$ cat src/sv/dle_stx_etx_frame_receiver_top_defines.svh
// ---------------------------------------------------------------------------
// dle_stx_etx_frame_receiver_top_defines
// assertion macros shared by the frame receiver modules
// ---------------------------------------------------------------------------
`ifndef DLE_STX_ETX_FRAME_RECEIVER_TOP_DEFINES_SVH
`define DLE_STX_ETX_FRAME_RECEIVER_TOP_DEFINES_SVH

`ifndef ASSERT_OFF
// checked property, switched off while reset is high
`define DSER_ASSERT(lbl, prop, msg) \
  lbl: assert property (@(posedge clk) disable iff (rst) prop) else $error(msg);
// checked property, also live during reset
`define DSER_ASSERT_RST(lbl, prop, msg) \
  lbl: assert property (@(posedge clk) prop) else $error(msg);
`else
`define DSER_ASSERT(lbl, prop, msg)
`define DSER_ASSERT_RST(lbl, prop, msg)
`endif

`endif

$ cat src/sv/dser_pkg.sv
`timescale 1ns / 1ps
// ---------------------------------------------------------------------------
// dser_pkg
// constants, types and the crc helper of the dle/stx/etx frame receiver
// ---------------------------------------------------------------------------
package dser_pkg;

  // raw frame store
  localparam int RAW_BYTES = 16;
  localparam int RAW_AW    = $clog2(RAW_BYTES);
  localparam int RAW_CW    = $clog2(RAW_BYTES + 1);

  // field widths
  localparam int BYTE_W = 8;
  localparam int ADDR_W = 6;
  localparam int BIDX_W = 4;

  // line control characters
  localparam logic [BYTE_W-1:0] CH_DLE = 8'h10;
  localparam logic [BYTE_W-1:0] CH_STX = 8'h02;
  localparam logic [BYTE_W-1:0] CH_ETX = 8'h03;

  // crc-16, msb first
  localparam logic [15:0] CRC_INIT = 16'hFFFF;
  localparam logic [15:0] CRC_POLY = 16'h1021;

  // shortest frame: address plus two crc bytes
  localparam int MIN_LEN = 3;

  typedef enum logic [1:0] {
    ST_GOOD = 2'd0,
    ST_ADDR = 2'd1,
    ST_CRC  = 2'd2,
    ST_RUNT = 2'd3
  } status_t;

  typedef enum logic [2:0] {
    S_RX,
    S_START,
    S_SCAN_RD,
    S_SCAN_USE,
    S_CHECK,
    S_STATUS,
    S_EMIT_RD,
    S_EMIT_USE
  } state_t;

  // controller to datapath
  typedef struct packed {
    logic    rx_enable;
    logic    scan_init;
    logic    emit_init;
    logic    rd_issue;
    logic    scan_use;
    logic    emit_use;
    logic    load_status;
    status_t status_code;
  } cmd_t;

  // datapath to controller
  typedef struct packed {
    logic frame_end;
    logic raw_runt;
    logic addr_bad;
    logic scan_done;
    logic ulen_runt;
    logic crc_bad;
    logic slot_free;
    logic kept;
    logic emit_last;
  } sts_t;

  // one byte through the crc register
  function automatic logic [15:0] crc_byte(input logic [15:0] crc_in,
                                           input logic [BYTE_W-1:0] b);
    logic [15:0] c;
    c = crc_in ^ {b, 8'h00};
    for (int k = 0; k < 8; k++) begin
      if (c[15]) begin
        c = {c[14:0], 1'b0} ^ CRC_POLY;
      end else begin
        c = {c[14:0], 1'b0};
      end
    end
    return c;
  endfunction

endpackage

$ cat src/sv/dser_if.sv
`timescale 1ns / 1ps
// ---------------------------------------------------------------------------
// dser_if
// valid/ready channels of the frame receiver: line bytes, results, config
// ---------------------------------------------------------------------------

// received line bytes
interface dser_rx_if;
  logic                         valid;
  logic                         ready;
  logic [dser_pkg::BYTE_W-1:0]  rx_byte;
  modport source (output valid, output rx_byte, input ready);
  modport sink   (input valid, input rx_byte, output ready);
endinterface

// frame result items
interface dser_res_if;
  logic                         valid;
  logic                         ready;
  logic [dser_pkg::BYTE_W-1:0]  frame_byte;
  logic [dser_pkg::BIDX_W-1:0]  byte_index;
  logic                         last;
  logic [1:0]                   status;
  modport source (output valid, output frame_byte, output byte_index,
                  output last, output status, input ready);
  modport sink   (input valid, input frame_byte, input byte_index,
                  input last, input status, output ready);
endinterface

// station address writes
interface dser_cfg_if;
  logic                         valid;
  logic                         ready;
  logic [dser_pkg::ADDR_W-1:0]  station_address;
  modport source (output valid, output station_address, input ready);
  modport sink   (input valid, input station_address, output ready);
endinterface

$ cat src/sv/dser_ram.sv
`timescale 1ns / 1ps
// ---------------------------------------------------------------------------
// dser_ram
// simple dual port ram, one write and one registered read port
// ---------------------------------------------------------------------------
module dser_ram #(
  parameter int WIDTH = 8,
  parameter int DEPTH = 16
) (
  input  logic                     clk,
  input  logic                     we,
  input  logic [$clog2(DEPTH)-1:0] waddr,
  input  logic [WIDTH-1:0]         wdata,
  input  logic                     re,
  input  logic [$clog2(DEPTH)-1:0] raddr,
  output logic [WIDTH-1:0]         rdata
);

  logic [WIDTH-1:0] mem [DEPTH];

  // write port
  always_ff @(posedge clk) begin
    if (we) begin
      mem[waddr] <= wdata;
    end
  end

  // registered read, holds when idle
  always_ff @(posedge clk) begin
    if (re) begin
      rdata <= mem[raddr];
    end
  end

endmodule

$ cat src/sv/dser_ctrl.sv
`timescale 1ns / 1ps
`include "dle_stx_etx_frame_receiver_top_defines.svh"
// ---------------------------------------------------------------------------
// dser_ctrl
// frame receiver sequencer: receive, scan and check pass, emit pass
// ---------------------------------------------------------------------------
module dser_ctrl (
  input  logic             clk,
  input  logic             rst,
  input  dser_pkg::sts_t   sts,
  output dser_pkg::cmd_t   cmd
);

  dser_pkg::state_t  state, state_next;
  dser_pkg::status_t code, code_next;

  // state and pending status code
  always_ff @(posedge clk) begin
    if (rst) begin
      state <= dser_pkg::S_RX;
      code  <= dser_pkg::ST_GOOD;
    end else begin
      state <= state_next;
      code  <= code_next;
    end
  end

  // next state
  always_comb begin
    state_next = state;
    code_next  = code;
    unique case (state)
      dser_pkg::S_RX: begin
        if (sts.frame_end) begin
          state_next = dser_pkg::S_START;
        end
      end
      dser_pkg::S_START: begin
        if (sts.raw_runt) begin
          code_next  = dser_pkg::ST_RUNT;
          state_next = dser_pkg::S_STATUS;
        end else begin
          state_next = dser_pkg::S_SCAN_RD;
        end
      end
      dser_pkg::S_SCAN_RD: begin
        state_next = dser_pkg::S_SCAN_USE;
      end
      dser_pkg::S_SCAN_USE: begin
        priority if (sts.addr_bad) begin
          code_next  = dser_pkg::ST_ADDR;
          state_next = dser_pkg::S_STATUS;
        end else if (sts.scan_done) begin
          state_next = dser_pkg::S_CHECK;
        end else begin
          state_next = dser_pkg::S_SCAN_RD;
        end
      end
      dser_pkg::S_CHECK: begin
        priority if (sts.ulen_runt) begin
          code_next  = dser_pkg::ST_RUNT;
          state_next = dser_pkg::S_STATUS;
        end else if (sts.crc_bad) begin
          code_next  = dser_pkg::ST_CRC;
          state_next = dser_pkg::S_STATUS;
        end else begin
          state_next = dser_pkg::S_EMIT_RD;
        end
      end
      dser_pkg::S_STATUS: begin
        if (sts.slot_free) begin
          state_next = dser_pkg::S_RX;
        end
      end
      dser_pkg::S_EMIT_RD: begin
        state_next = dser_pkg::S_EMIT_USE;
      end
      dser_pkg::S_EMIT_USE: begin
        if (sts.slot_free) begin
          if (sts.kept && sts.emit_last) begin
            state_next = dser_pkg::S_RX;
          end else begin
            state_next = dser_pkg::S_EMIT_RD;
          end
        end
      end
      default: begin
        state_next = dser_pkg::S_RX;
      end
    endcase
  end

  // datapath commands
  always_comb begin
    cmd             = '0;
    cmd.status_code = code;
    unique case (state)
      dser_pkg::S_RX: begin
        cmd.rx_enable = 1'b1;
      end
      dser_pkg::S_START: begin
        cmd.scan_init = !sts.raw_runt;
      end
      dser_pkg::S_SCAN_RD, dser_pkg::S_EMIT_RD: begin
        cmd.rd_issue = 1'b1;
      end
      dser_pkg::S_SCAN_USE: begin
        cmd.scan_use = 1'b1;
      end
      dser_pkg::S_CHECK: begin
        cmd.emit_init = !sts.ulen_runt && !sts.crc_bad;
      end
      dser_pkg::S_STATUS: begin
        cmd.load_status = sts.slot_free;
      end
      dser_pkg::S_EMIT_USE: begin
        cmd.emit_use = sts.slot_free;
      end
      default: begin
        cmd = '0;
      end
    endcase
  end

  // checks
  `DSER_ASSERT_RST(a_reset_to_rx, rst |=> state == dser_pkg::S_RX, "not receiving after reset")
  `DSER_ASSERT(a_end_starts_check, sts.frame_end |=> state == dser_pkg::S_START, "frame end lost")
  `DSER_ASSERT(a_status_once, cmd.load_status |=> state == dser_pkg::S_RX, "status not single")

endmodule

$ cat src/sv/dser_dp.sv
`timescale 1ns / 1ps
`include "dle_stx_etx_frame_receiver_top_defines.svh"
// ---------------------------------------------------------------------------
// dser_dp
// frame receiver datapath: framing, raw store, unstuff, crc, result register
// ---------------------------------------------------------------------------
module dser_dp (
  input  logic            clk,
  input  logic            rst,
  dser_rx_if.sink         rx,
  dser_cfg_if.sink        cfg,
  dser_res_if.source      res,
  input  dser_pkg::cmd_t  cmd,
  output dser_pkg::sts_t  sts
);

  localparam int AW = dser_pkg::RAW_AW;
  localparam int CW = dser_pkg::RAW_CW;
  localparam int BW = dser_pkg::BYTE_W;

  // configuration
  logic [dser_pkg::ADDR_W-1:0] station_address;

  // framing state
  logic          in_frame, in_frame_next;
  logic          escape_pending, escape_pending_next;
  logic [CW-1:0] raw_count, raw_count_next;
  logic [CW-1:0] rawlen, rawlen_next;
  logic          frame_end;
  logic          store_we;

  // pass state
  logic [CW-1:0] rd_idx;
  logic          pend;
  logic [CW-1:0] ulen;
  logic [CW-1:0] oidx;
  logic [15:0]   crc;
  logic [BW-1:0] sh1, sh2;

  // raw store read side
  logic [BW-1:0] rd_byte;
  logic          kept;
  logic          emit_last;

  // result register
  logic              out_valid;
  logic [BW-1:0]     out_byte;
  logic [dser_pkg::BIDX_W-1:0] out_index;
  logic              out_last;
  dser_pkg::status_t out_status;
  logic              slot_free;
  logic              out_load;

  logic rx_acc;
  logic overflow;
  logic eff_in;
  logic eff_esc;

  // station address register
  assign cfg.ready = !rst;
  always_ff @(posedge clk) begin
    if (rst) begin
      station_address <= '0;
    end else if (cfg.valid) begin
      station_address <= cfg.station_address;
    end
  end

  // line byte handling: hunt, store, restart, end of frame
  assign rx.ready = cmd.rx_enable && !rst;
  assign rx_acc   = rx.valid && cmd.rx_enable && !rst;
  assign overflow = in_frame && (raw_count >= CW'(dser_pkg::RAW_BYTES));
  assign eff_in   = in_frame && !overflow;
  assign eff_esc  = escape_pending && !overflow;

  always_comb begin
    in_frame_next       = in_frame;
    escape_pending_next = escape_pending;
    raw_count_next      = raw_count;
    rawlen_next         = rawlen;
    frame_end           = 1'b0;
    store_we            = 1'b0;
    if (rx_acc) begin
      if (!eff_in) begin
        in_frame_next  = 1'b0;
        raw_count_next = '0;
        priority if (rx.rx_byte == dser_pkg::CH_DLE) begin
          escape_pending_next = 1'b1;
        end else if (eff_esc && rx.rx_byte == dser_pkg::CH_STX) begin
          in_frame_next       = 1'b1;
          escape_pending_next = 1'b0;
        end else begin
          escape_pending_next = 1'b0;
        end
      end else begin
        store_we = 1'b1;
        priority if (eff_esc && rx.rx_byte == dser_pkg::CH_ETX) begin
          frame_end           = 1'b1;
          in_frame_next       = 1'b0;
          escape_pending_next = 1'b0;
          raw_count_next      = '0;
          // stored count less the closing dle and etx
          rawlen_next = (raw_count == '0) ? '0 : raw_count - CW'(1);
        end else if (eff_esc && rx.rx_byte == dser_pkg::CH_STX) begin
          escape_pending_next = 1'b0;
          raw_count_next      = '0;
        end else begin
          raw_count_next      = raw_count + CW'(1);
          escape_pending_next = (rx.rx_byte == dser_pkg::CH_DLE) ? !escape_pending : 1'b0;
        end
      end
    end
  end

  always_ff @(posedge clk) begin
    if (rst) begin
      in_frame       <= 1'b0;
      escape_pending <= 1'b0;
      raw_count      <= '0;
    end else begin
      in_frame       <= in_frame_next;
      escape_pending <= escape_pending_next;
      raw_count      <= raw_count_next;
    end
  end

  always_ff @(posedge clk) begin
    rawlen <= rawlen_next;
  end

  // raw frame store
  dser_ram #(
    .WIDTH (BW),
    .DEPTH (dser_pkg::RAW_BYTES)
  ) u_store (
    .clk   (clk),
    .we    (store_we),
    .waddr (raw_count[AW-1:0]),
    .wdata (rx.rx_byte),
    .re    (cmd.rd_issue),
    .raddr (rd_idx[AW-1:0]),
    .rdata (rd_byte)
  );

  // second dle of a doubled pair is dropped
  assign kept      = !(pend && rd_byte == dser_pkg::CH_DLE);
  assign emit_last = (oidx + CW'(3)) == ulen;

  // scan and emit passes over the store
  always_ff @(posedge clk) begin
    if (cmd.scan_init) begin
      rd_idx <= '0;
      pend   <= 1'b0;
      ulen   <= '0;
      crc    <= dser_pkg::CRC_INIT;
    end else if (cmd.emit_init) begin
      rd_idx <= '0;
      pend   <= 1'b0;
      oidx   <= '0;
    end else if (cmd.rd_issue) begin
      rd_idx <= rd_idx + CW'(1);
    end else if (cmd.scan_use) begin
      pend <= kept && (rd_byte == dser_pkg::CH_DLE);
      if (kept) begin
        // crc trails by two bytes so the trailer stays out of it
        if (ulen >= CW'(2)) begin
          crc <= dser_pkg::crc_byte(crc, sh2);
        end
        sh2  <= sh1;
        sh1  <= rd_byte;
        ulen <= ulen + CW'(1);
      end
    end else if (cmd.emit_use) begin
      pend <= kept && (rd_byte == dser_pkg::CH_DLE);
      if (kept) begin
        oidx <= oidx + CW'(1);
      end
    end
  end

  // result register
  assign slot_free = !out_valid || res.ready;
  assign out_load  = cmd.load_status || (cmd.emit_use && kept);

  always_ff @(posedge clk) begin
    if (rst) begin
      out_valid <= 1'b0;
    end else if (out_load) begin
      out_valid <= 1'b1;
    end else if (res.ready) begin
      out_valid <= 1'b0;
    end
  end

  always_ff @(posedge clk) begin
    if (cmd.load_status) begin
      out_byte   <= '0;
      out_index  <= '0;
      out_last   <= 1'b1;
      out_status <= cmd.status_code;
    end else if (out_load) begin
      out_byte   <= rd_byte;
      out_index  <= oidx[dser_pkg::BIDX_W-1:0];
      out_last   <= emit_last;
      out_status <= dser_pkg::ST_GOOD;
    end
  end

  assign res.valid      = out_valid;
  assign res.frame_byte = out_byte;
  assign res.byte_index = out_index;
  assign res.last       = out_last;
  assign res.status     = out_status;

  // status to the controller
  always_comb begin
    sts           = '0;
    sts.frame_end = frame_end;
    sts.raw_runt  = rawlen < CW'(dser_pkg::MIN_LEN);
    sts.addr_bad  = (rd_idx == CW'(1)) &&
                    (rd_byte != {{(BW - dser_pkg::ADDR_W){1'b0}}, station_address});
    sts.scan_done = rd_idx == rawlen;
    sts.ulen_runt = ulen < CW'(dser_pkg::MIN_LEN);
    sts.crc_bad   = (sh2 != crc[7:0]) || (sh1 != crc[15:8]);
    sts.slot_free = slot_free;
    sts.kept      = kept;
    sts.emit_last = emit_last;
  end

  // checks
  `DSER_ASSERT(a_load_needs_slot, out_load |-> slot_free, "result overwritten")
  `DSER_ASSERT(a_count_bound, raw_count <= CW'(dser_pkg::RAW_BYTES), "raw count past store")
  `DSER_ASSERT(a_end_clears, frame_end |=> !in_frame && raw_count == '0, "frame end left state")
  `DSER_ASSERT(a_emit_in_frame, cmd.emit_use && kept |-> oidx < ulen, "emit beyond frame")

endmodule

$ cat src/sv/dle_stx_etx_frame_receiver_top.sv
`timescale 1ns / 1ps
// Byte-stuffed frame receiver. Line bytes are taken one per clock while the
// block is receiving; each byte is handled in the cycle it is transferred.
// When DLE ETX closes a frame, the block stops taking bytes and makes two
// passes over the raw store through its single read port: a scan pass that
// checks the address, removes doubled DLEs and runs the CRC, then, for a
// good frame, an emit pass that sends the frame bytes. Input stays held off
// until the passes are done; a runt or a wrong address ends them earlier,
// and result-side stalls lengthen the hold-off.
// A runt, wrong address or CRC error gives one status result instead. The
// station address register may be written at any time the block is idle.
// ---------------------------------------------------------------------------
// dle_stx_etx_frame_receiver_top
// dle stx / dle etx deframer with address filter and crc-16 check
// ---------------------------------------------------------------------------
module dle_stx_etx_frame_receiver_top (
  input  logic        clk,
  input  logic        rst,
  dser_rx_if.sink     rx,
  dser_cfg_if.sink    cfg,
  dser_res_if.source  res
);

  dser_pkg::cmd_t cmd;
  dser_pkg::sts_t sts;

  // sequencer
  dser_ctrl u_ctrl (
    .clk (clk),
    .rst (rst),
    .sts (sts),
    .cmd (cmd)
  );

  // datapath
  dser_dp u_dp (
    .clk (clk),
    .rst (rst),
    .rx  (rx),
    .cfg (cfg),
    .res (res),
    .cmd (cmd),
    .sts (sts)
  );

endmodule

$ cat src/flat_wrapper.sv
// flat-port wrapper written by rule: the top's interface ports become plain ports
module dle_stx_etx_frame_receiver_top_flat 
  (clk, rst, rx_valid, rx_rx_byte, rx_ready, cfg_valid, cfg_station_address, cfg_ready, res_valid, res_frame_byte, res_byte_index, res_last, res_status, res_ready);
  dser_rx_if rx_i ();
  dser_cfg_if cfg_i ();
  dser_res_if res_i ();
  input  logic clk;
  input  logic rst;
  input wire logic [$bits(rx_i.valid)-1:0] rx_valid;
  input wire logic [$bits(rx_i.rx_byte)-1:0] rx_rx_byte;
  output wire logic [$bits(rx_i.ready)-1:0] rx_ready;
  input wire logic [$bits(cfg_i.valid)-1:0] cfg_valid;
  input wire logic [$bits(cfg_i.station_address)-1:0] cfg_station_address;
  output wire logic [$bits(cfg_i.ready)-1:0] cfg_ready;
  output wire logic [$bits(res_i.valid)-1:0] res_valid;
  output wire logic [$bits(res_i.frame_byte)-1:0] res_frame_byte;
  output wire logic [$bits(res_i.byte_index)-1:0] res_byte_index;
  output wire logic [$bits(res_i.last)-1:0] res_last;
  output wire logic [$bits(res_i.status)-1:0] res_status;
  input wire logic [$bits(res_i.ready)-1:0] res_ready;
  assign rx_i.valid = rx_valid;
  assign rx_i.rx_byte = rx_rx_byte;
  assign rx_ready = rx_i.ready;
  assign cfg_i.valid = cfg_valid;
  assign cfg_i.station_address = cfg_station_address;
  assign cfg_ready = cfg_i.ready;
  assign res_valid = res_i.valid;
  assign res_frame_byte = res_i.frame_byte;
  assign res_byte_index = res_i.byte_index;
  assign res_last = res_i.last;
  assign res_status = res_i.status;
  assign res_i.ready = res_ready;
  dle_stx_etx_frame_receiver_top u_core (.clk(clk), .rst(rst), .rx(rx_i), .cfg(cfg_i), .res(res_i));
endmodule
$ cat config.mk
export PLATFORM = sky130hd
export DESIGN_NAME = dle_stx_etx_frame_receiver_top_flat
export DESIGN_NICKNAME = d
export VERILOG_FILES = /design/src/sv/dser_pkg.sv /design/src/sv/dser_if.sv /design/src/sv/dser_ram.sv /design/src/sv/dser_ctrl.sv /design/src/sv/dser_dp.sv /design/src/sv/dle_stx_etx_frame_receiver_top.sv /design/src/flat_wrapper.sv
export VERILOG_INCLUDE_DIRS = /design/src /design/src/sv
export SDC_FILE = /design/constraint.sdc
export NUM_CORES = 1
export LEC_CHECK = 0
export ABC_AREA = 1
export BUFFER_PORTS_ARGS = -buffer_cell sky130_fd_sc_hd__buf_2
export CAP_MARGIN = 20
export CORE_MARGIN = 4
export CORE_UTILIZATION = 55
export DETAILED_ROUTE_END_ITERATION = 8
export PLACE_DENSITY_LB_ADDON = 0.05
export SKIP_LAST_GASP = 1
export SYNTH_ARGS = -nofsm -noshare
export SYNTH_HDL_FRONTEND = slang
export SYNTH_HIERARCHICAL = 1
export SYNTH_SLANG_ARGS = --single-unit
$ cat constraint.sdc
create_clock -name clk -period 3.3 [get_ports clk]
set_input_delay 0.165 -clock clk [delete_from_list [all_inputs] [get_ports clk]]
set_output_delay 0.165 -clock clk [all_outputs]
set_load 0.01 [all_outputs]
## After elaboration in Yosys (flattened, before gate mapping)

Memories as Yosys holds them, arrays and structs flattened. A register that Yosys moved wholly into a read port is not among the register bits.
Cells that the tools add are included.

- Register bits after elaboration: 87
- Memory bits (writable): 128
- Output and inout port bits: 18
- Logic and storage cells: 214
- Memories kept: 1

Memories:

| memory | words | bits a word | read ports | clocked after memory_dff | wr ports | RTL line | source |
|---|---|---|---|---|---|---|---|
| u_core.u_dp.u_store.mem | 16 | 8 | 1 | 1 | 1 | dser_ram.sv:19 | `logic [WIDTH-1:0] mem [DEPTH];` |

- $add $sub $neg: 6
- $lt $le $gt $ge: 4
- Eq/ne operators: 27
- Mux-type cells: 101
- Bitwise operators: 13
- Reductions and logical operators: 43

Operators with widths:

| operator | count |
|---|---|
| 2-to-1 mux 16 bit | 42 |
| 2-to-1 mux 13 bit | 8 |
| 2-to-1 mux 5 bit | 7 |
| 2-to-1 mux 1 bit | 27 |
| inverter 3 bit | 8 |
| case mux 3 bit (8 select lines) | 1 |
| 2-to-1 mux 3 bit | 7 |
| adder 5 x 1 -> 5 bit (second input constant) | 4 |
| == test 8 x 2 -> 1 bit (second input constant) | 2 |
| == test 8 x 5 -> 1 bit (second input constant) | 2 |
| 2-to-1 mux 2 bit | 8 |
| != test 8 bit | 2 |
| XOR 16 bit | 1 |
| AND reduction 5 bit | 3 |
| logical AND 1 bit | 14 |
| == test 3 bit (second input constant) | 4 |
| == test 5 bit | 2 |
| less-than comparator 5 x 2 -> 1 bit (second input constant) | 2 |
| != test 2 x 1 -> 1 bit (second input constant) | 5 |
| zero test 1 bit | 8 |
| != test 2 bit (second input constant) | 4 |
| != test 8 x 6 -> 1 bit | 1 |
| AND reduction 4 bit | 2 |
| nonzero test 2 bit | 4 |
| 17 further kinds | 26 |

## Longest topological paths before layout

- Depth after elaboration: 59
- Depth in mapped cells: 16
- Mapped depth without buffers: 15

## Modules after synthesis

The synthesis kept the hierarchy.

By module, submodules not included:

| module | times used | cells an instance | area each (um^2) | sequential area each (um^2) |
|---|---|---|---|---|
| dser_ram | 1 | 551 | 5846.9 | 4083.9 |
| dser_dp | 1 | 548 | 4277.9 | 1921.8 |
| dser_ctrl | 1 | 68 | 409.1 | 100.1 |

## Least setup slack after synthesis

No wires, ideal clock.

- Path type: register to register
- Start point: register u_core.u_dp.sh2[3]
- End point: register u_core.u_dp.sh1[0] (enable)
- Arrival: 2.343 ns
- Required time: 2.912 ns
- Path slack: 0.569 ns
- Stages on the path, launching flop included: 11
- Cells stage by stage: edfxtp_1 -> or2_2 -> nand4_1 -> nor3_1 -> nand2_1 -> nor2_1 -> nand3_2 -> inv_1 -> nor3_4 -> nand2_1 -> nor2_1

RTL lines:

| item | RTL line | source |
|---|---|---|
| from (decl) | dser_dp.sv:38 | `logic [BW-1:0] sh1, sh2;` |
| from (signal assigned) | dser_dp.sv:169 | `sh2 <= sh1;` |
| to (signal assigned) | dser_dp.sv:170 | `sh1 <= rd_byte;` |
| to (decl) | dser_dp.sv:38 |  |

==> impl_metrics.json <==
{
  "n_fill_cell": 1581,
  "r2r_slack_ns": 0.63,
  "cts-root-buf": "clkbuf_16",
  "holdCritStartpoint": "cfg_valid",
  "htreeDepth": 1,
  "netlist.area_leader.share_pct": 46.75,
  "drc": 0,
  "dpl_cell_area_mm2": 0.01089,
  "antenna_cells": 0,
  "maxCapViolCount": 0,
  "clk_pin_slew_ns": 0.06,
  "cts_num_sinks": 223,
  "synth_seq_cells": 223,
  "die_area_mm2": 0.02143,
  "tightest_slew_ns": 0.7352,
  "power_switching_w": 0.001905,
  "synth_area_leader_cell": "edfxtp_1",
  "timing.final.max_slew_violations": 0,
  "worstPathRequired_ns": 3.46,
  "post_drt_wl_per_cell_um": 15.59,
  "antenna_left": 0,
  "synthCells": 1167,
  "p_per_area_mw_per_mm2": 594.0,
  "end_kind": "flip-flop",
  "cts_tree": "yes",
  "clockPowerShare_pct": 37.6,
  "grt_pass1_vias": 7067,
  "yosysSeqAreaShare_pct": 57.96,
  "grt_pass1_wl_mm": 36.85,
  "area_growth_pct": 11.76,
  "clock_skew_ns": 0.009360,
  "hold_buffers": 10,
  "seqPwrFrac_pct": 47.1,
  "synthXorXnorAreaFrac_pct": 3.326,
  "post_cts_buffers": 0,
  "synthesis.area_mm2": 0.01053,
  "cp_data_arrival_time_ns": 2.83,
  "crit_chain": "or2_2, a21oi_1, nand3_1, nor2_1, nand2_1, nor2_1, nand3_2, inv_1, inv_1, nand4_1, nand3_1, a21oi_1",
  "die_w_um": 146.4,
  "startpoint": "u_core/u_dp/sh2[1]",
  "yosysWarnings": 6,
  "antenna_found_initial": 0,
  "finalSetupViolations": 0,
  "final_layout_size_suffix_gt1_share_pct": 10.11,
  "min_period_ns": 2.672,
  "io_buffer_count": 36,
  "synthMuxAreaShare_pct": 0,
  "synth_cell_types": 40,
  "hp-class": "primary input to flip-flop",
  "p_leak_nw": 5.131,
  "vdd_drop_max_mv": 0.4902,
  "status": "complete, no violations",
  "synth_fa_ha_area_share_pct": 0.9502,
  "r2r-start": "u_core/u_dp/sh2[1]",
  "r2r_cells": 12,
  "detailed_place_hpwl_mm": 15.10,
  "crit_slowest_cell": "edfxtp_1",
  "ios": 37,
  "slew-limit-headroom_pct": 49.72,
  "fmax_ghz": 0.3742,
  "yosys.area_share.simple_pct": 25.93,
  "synth.avg_cell_area_um2": 9.026,
  "start_util_pct": 56.13,
  "synth_top_family_by_area": "simple AND/OR/NAND/NOR gates",
  "clk_latency_ns": 0.52,
  "nets": 1246,
  "dr.pass1.iters": 5,
  "grt_max_degree": 55,
  "drtIter0Drc": 496,
  "p_int_w": 0.005087,
  "final_area_mm2": 0.01177,
  "grt-ovfl-total": 0,
  "cts_buffers": 23,
  "place.gp.congestion": 0.8967,
  "combPwrFrac_pct": 15.3,
  "synthTopCellsByArea": "edfxtp_1 47%, nand2_1 12%, dfxtp_1 11%",
  "vias": 7522,
  "wl_mm": 22.92,
  "cts-resized-gates": 0,
  "rows": 50,
  "cp-start-kind": "flip-flop",
  "hold_viol": 0,
  "cts.path.max_buffers": 3,
  "hold_end": "u_core/u_dp/station_address[4]",
  "setup_tns_ns": 0,
  "worst_r2r_endpoint": "u_core/u_dp/oidx[2]",
  "fin_crit_sh_pct": 80.98,
  "crit_path_max_incr_delay_ns": 0.42,
  "critPathMaxFanout": 6,
  "routed_via_density": 5.117,
  "coreArea_mm2": 0.01877,
  "syn-num-nets": 1194,
  "rsz0062_at_grt": "no",
  "track_usage_pct": 21.36,
  "switching_share_pct": 27.25,
  "die_h_um": 146.4,
  "synth-compound-area-share_pct": 2.506,
  "crit_type": "flip-flop to flip-flop",
  "worstHoldPathCells": 3
}
[logic make-up (layout without fill, tap and decap cells)]
logic type      count (synthesis)  in the layout
flops                         223            223
fa+ha+maj                       8              8
simple gates                  623            623
compound gates                 49             49
xor+xnor                       40             40
buf+inv                       224            293
[per-stage QoR]
step	total power (W)	cells	hold WS, ns	utilization, %	setup WS (ns)
floorplan	0.004142	1167	0.2274	-	0.5690
global placement	0.004396	1418	0.3912	58.04	0.7258
detailed placement	0.004407	1418	0.4004	58.04	0.6670
CTS	0.007043	1470	0.002721	62.73	0.6408
global route	0.007328	1470	0.05273	62.73	0.4559
finish	0.006992	1470	0.01919	62.73	0.6275
[placed cells by master (no fill, tap or decap), types with 11 or more instances in the layout]
| cell type | Yosys | final |
|---|---|---|
| o21ai_0 | 13 | 13 |
| xnor2_1 | 26 | 26 |
| clkbuf_16 | 0 | 23 |
| a21oi_1 | 29 | 29 |
| dfxtp_1 | 59 | 58 |
| nand3_1 | 150 | 150 |
| buf_2 | 15 | 36 |
| edfxtp_1 | 164 | 164 |
| nand4_1 | 16 | 16 |
| nand2_1 | 336 | 336 |
| nor3_1 | 11 | 11 |
| inv_1 | 178 | 178 |
| xor2_1 | 14 | 14 |
| nor2_1 | 77 | 77 |
| buf_4 | 9 | 21 |
[final cells by class]
type	count	area (um^2)	share of cell area (%)
sequential	223	6107	51.88
multi-input combinational	720	3446	29.27
clock inverter	12	127.6	1.084
clock buffer	30	651.9	5.537
inverter	183	689.4	5.856
timing repair buffer	68	457.9	3.890
tap	234	292.8	2.487
[metal layers]
layer | share of wire [%] | vias to the layer above | wire (um) | global-route usage (%)
met5 | 0 | - | 0 | 0
met4 | 2.2 | 0 | 509 | 4.751
met3 | 4.2 | 32 | 955 | 2.421
met2 | 50 | 166 | 11380 | 37.51
met1 | 44 | 3470 | 10070 | 28.75
li1 | - | 3854 | - | -
[cells in the mapped netlist (all sizes together)]
cell and number:
clkinv 1, nor2 81, nor4 2, xnor2 26, and2 1, ha 8
inv 182, nor3b 2, o21ai 14, o22ai 1, nor3 12, buf 36
nand3b 6, nand2 338, a21oi 31, edfxtp 164, or2 10, xor2 14
nand4 16, a22o 1, nand3 155, a211oi 1, clkbuf 5, dfxtp 59
a2111oi 1
[worst max-delay path by stage]
stage	end
2_1_floorplan	u_core/u_dp/sh1[0]
3_3_place_gp	u_core/u_dp/oidx[0]
3_5_place_dp	u_core/u_dp/oidx[3]
4_1_cts	u_core/u_dp/oidx[3]
5_1_grt	u_core/u_dp/u_store/mem[10][6]
6_report	u_core/u_dp/oidx[2]
[registers in the layout (all words and copies together), names as in the netlist, 2 cells and up]
name                         flops
u_core/u_dp/u_store/mem        128
u_core/u_dp/crc                 16
u_core/u_dp/res.frame_byte       8
u_core/u_dp/sh1                  8
u_core/u_dp/sh2                  8
u_core/u_dp/u_store/rdata        8
u_core/u_dp/station_address      6
u_core/u_dp/oidx                 5
u_core/u_dp/raw_count            5
u_core/u_dp/rawlen               5
u_core/u_dp/rd_idx               5
u_core/u_dp/ulen                 5
u_core/u_dp/res.byte_index       4
u_core/u_ctrl/state              3
u_core/u_ctrl/code               2
u_core/u_dp/res.status           2
[critical path: cells and delay by family, from the launching register on]
family | cells | cell delay, ns
compound gates | 2 | 0.51
buf+inv | 2 | 0.33
simple gates | 8 | 1.06
flops | 1 | 0.42
[power by group through the flow]
stage	logic (W)	clock network (W)	registers [W]
after detailed placement	0.00106	0	0.00335
after CTS	0.00108	0.00268	0.00329
after global routing	0.00123	0.00279	0.00331
final	0.00107	0.00263	0.00329
after floorplan	0.000847	0	0.00329
after global placement	0.00105	0	0.00334
Note: power is estimated with default switching activity, not from simulation.
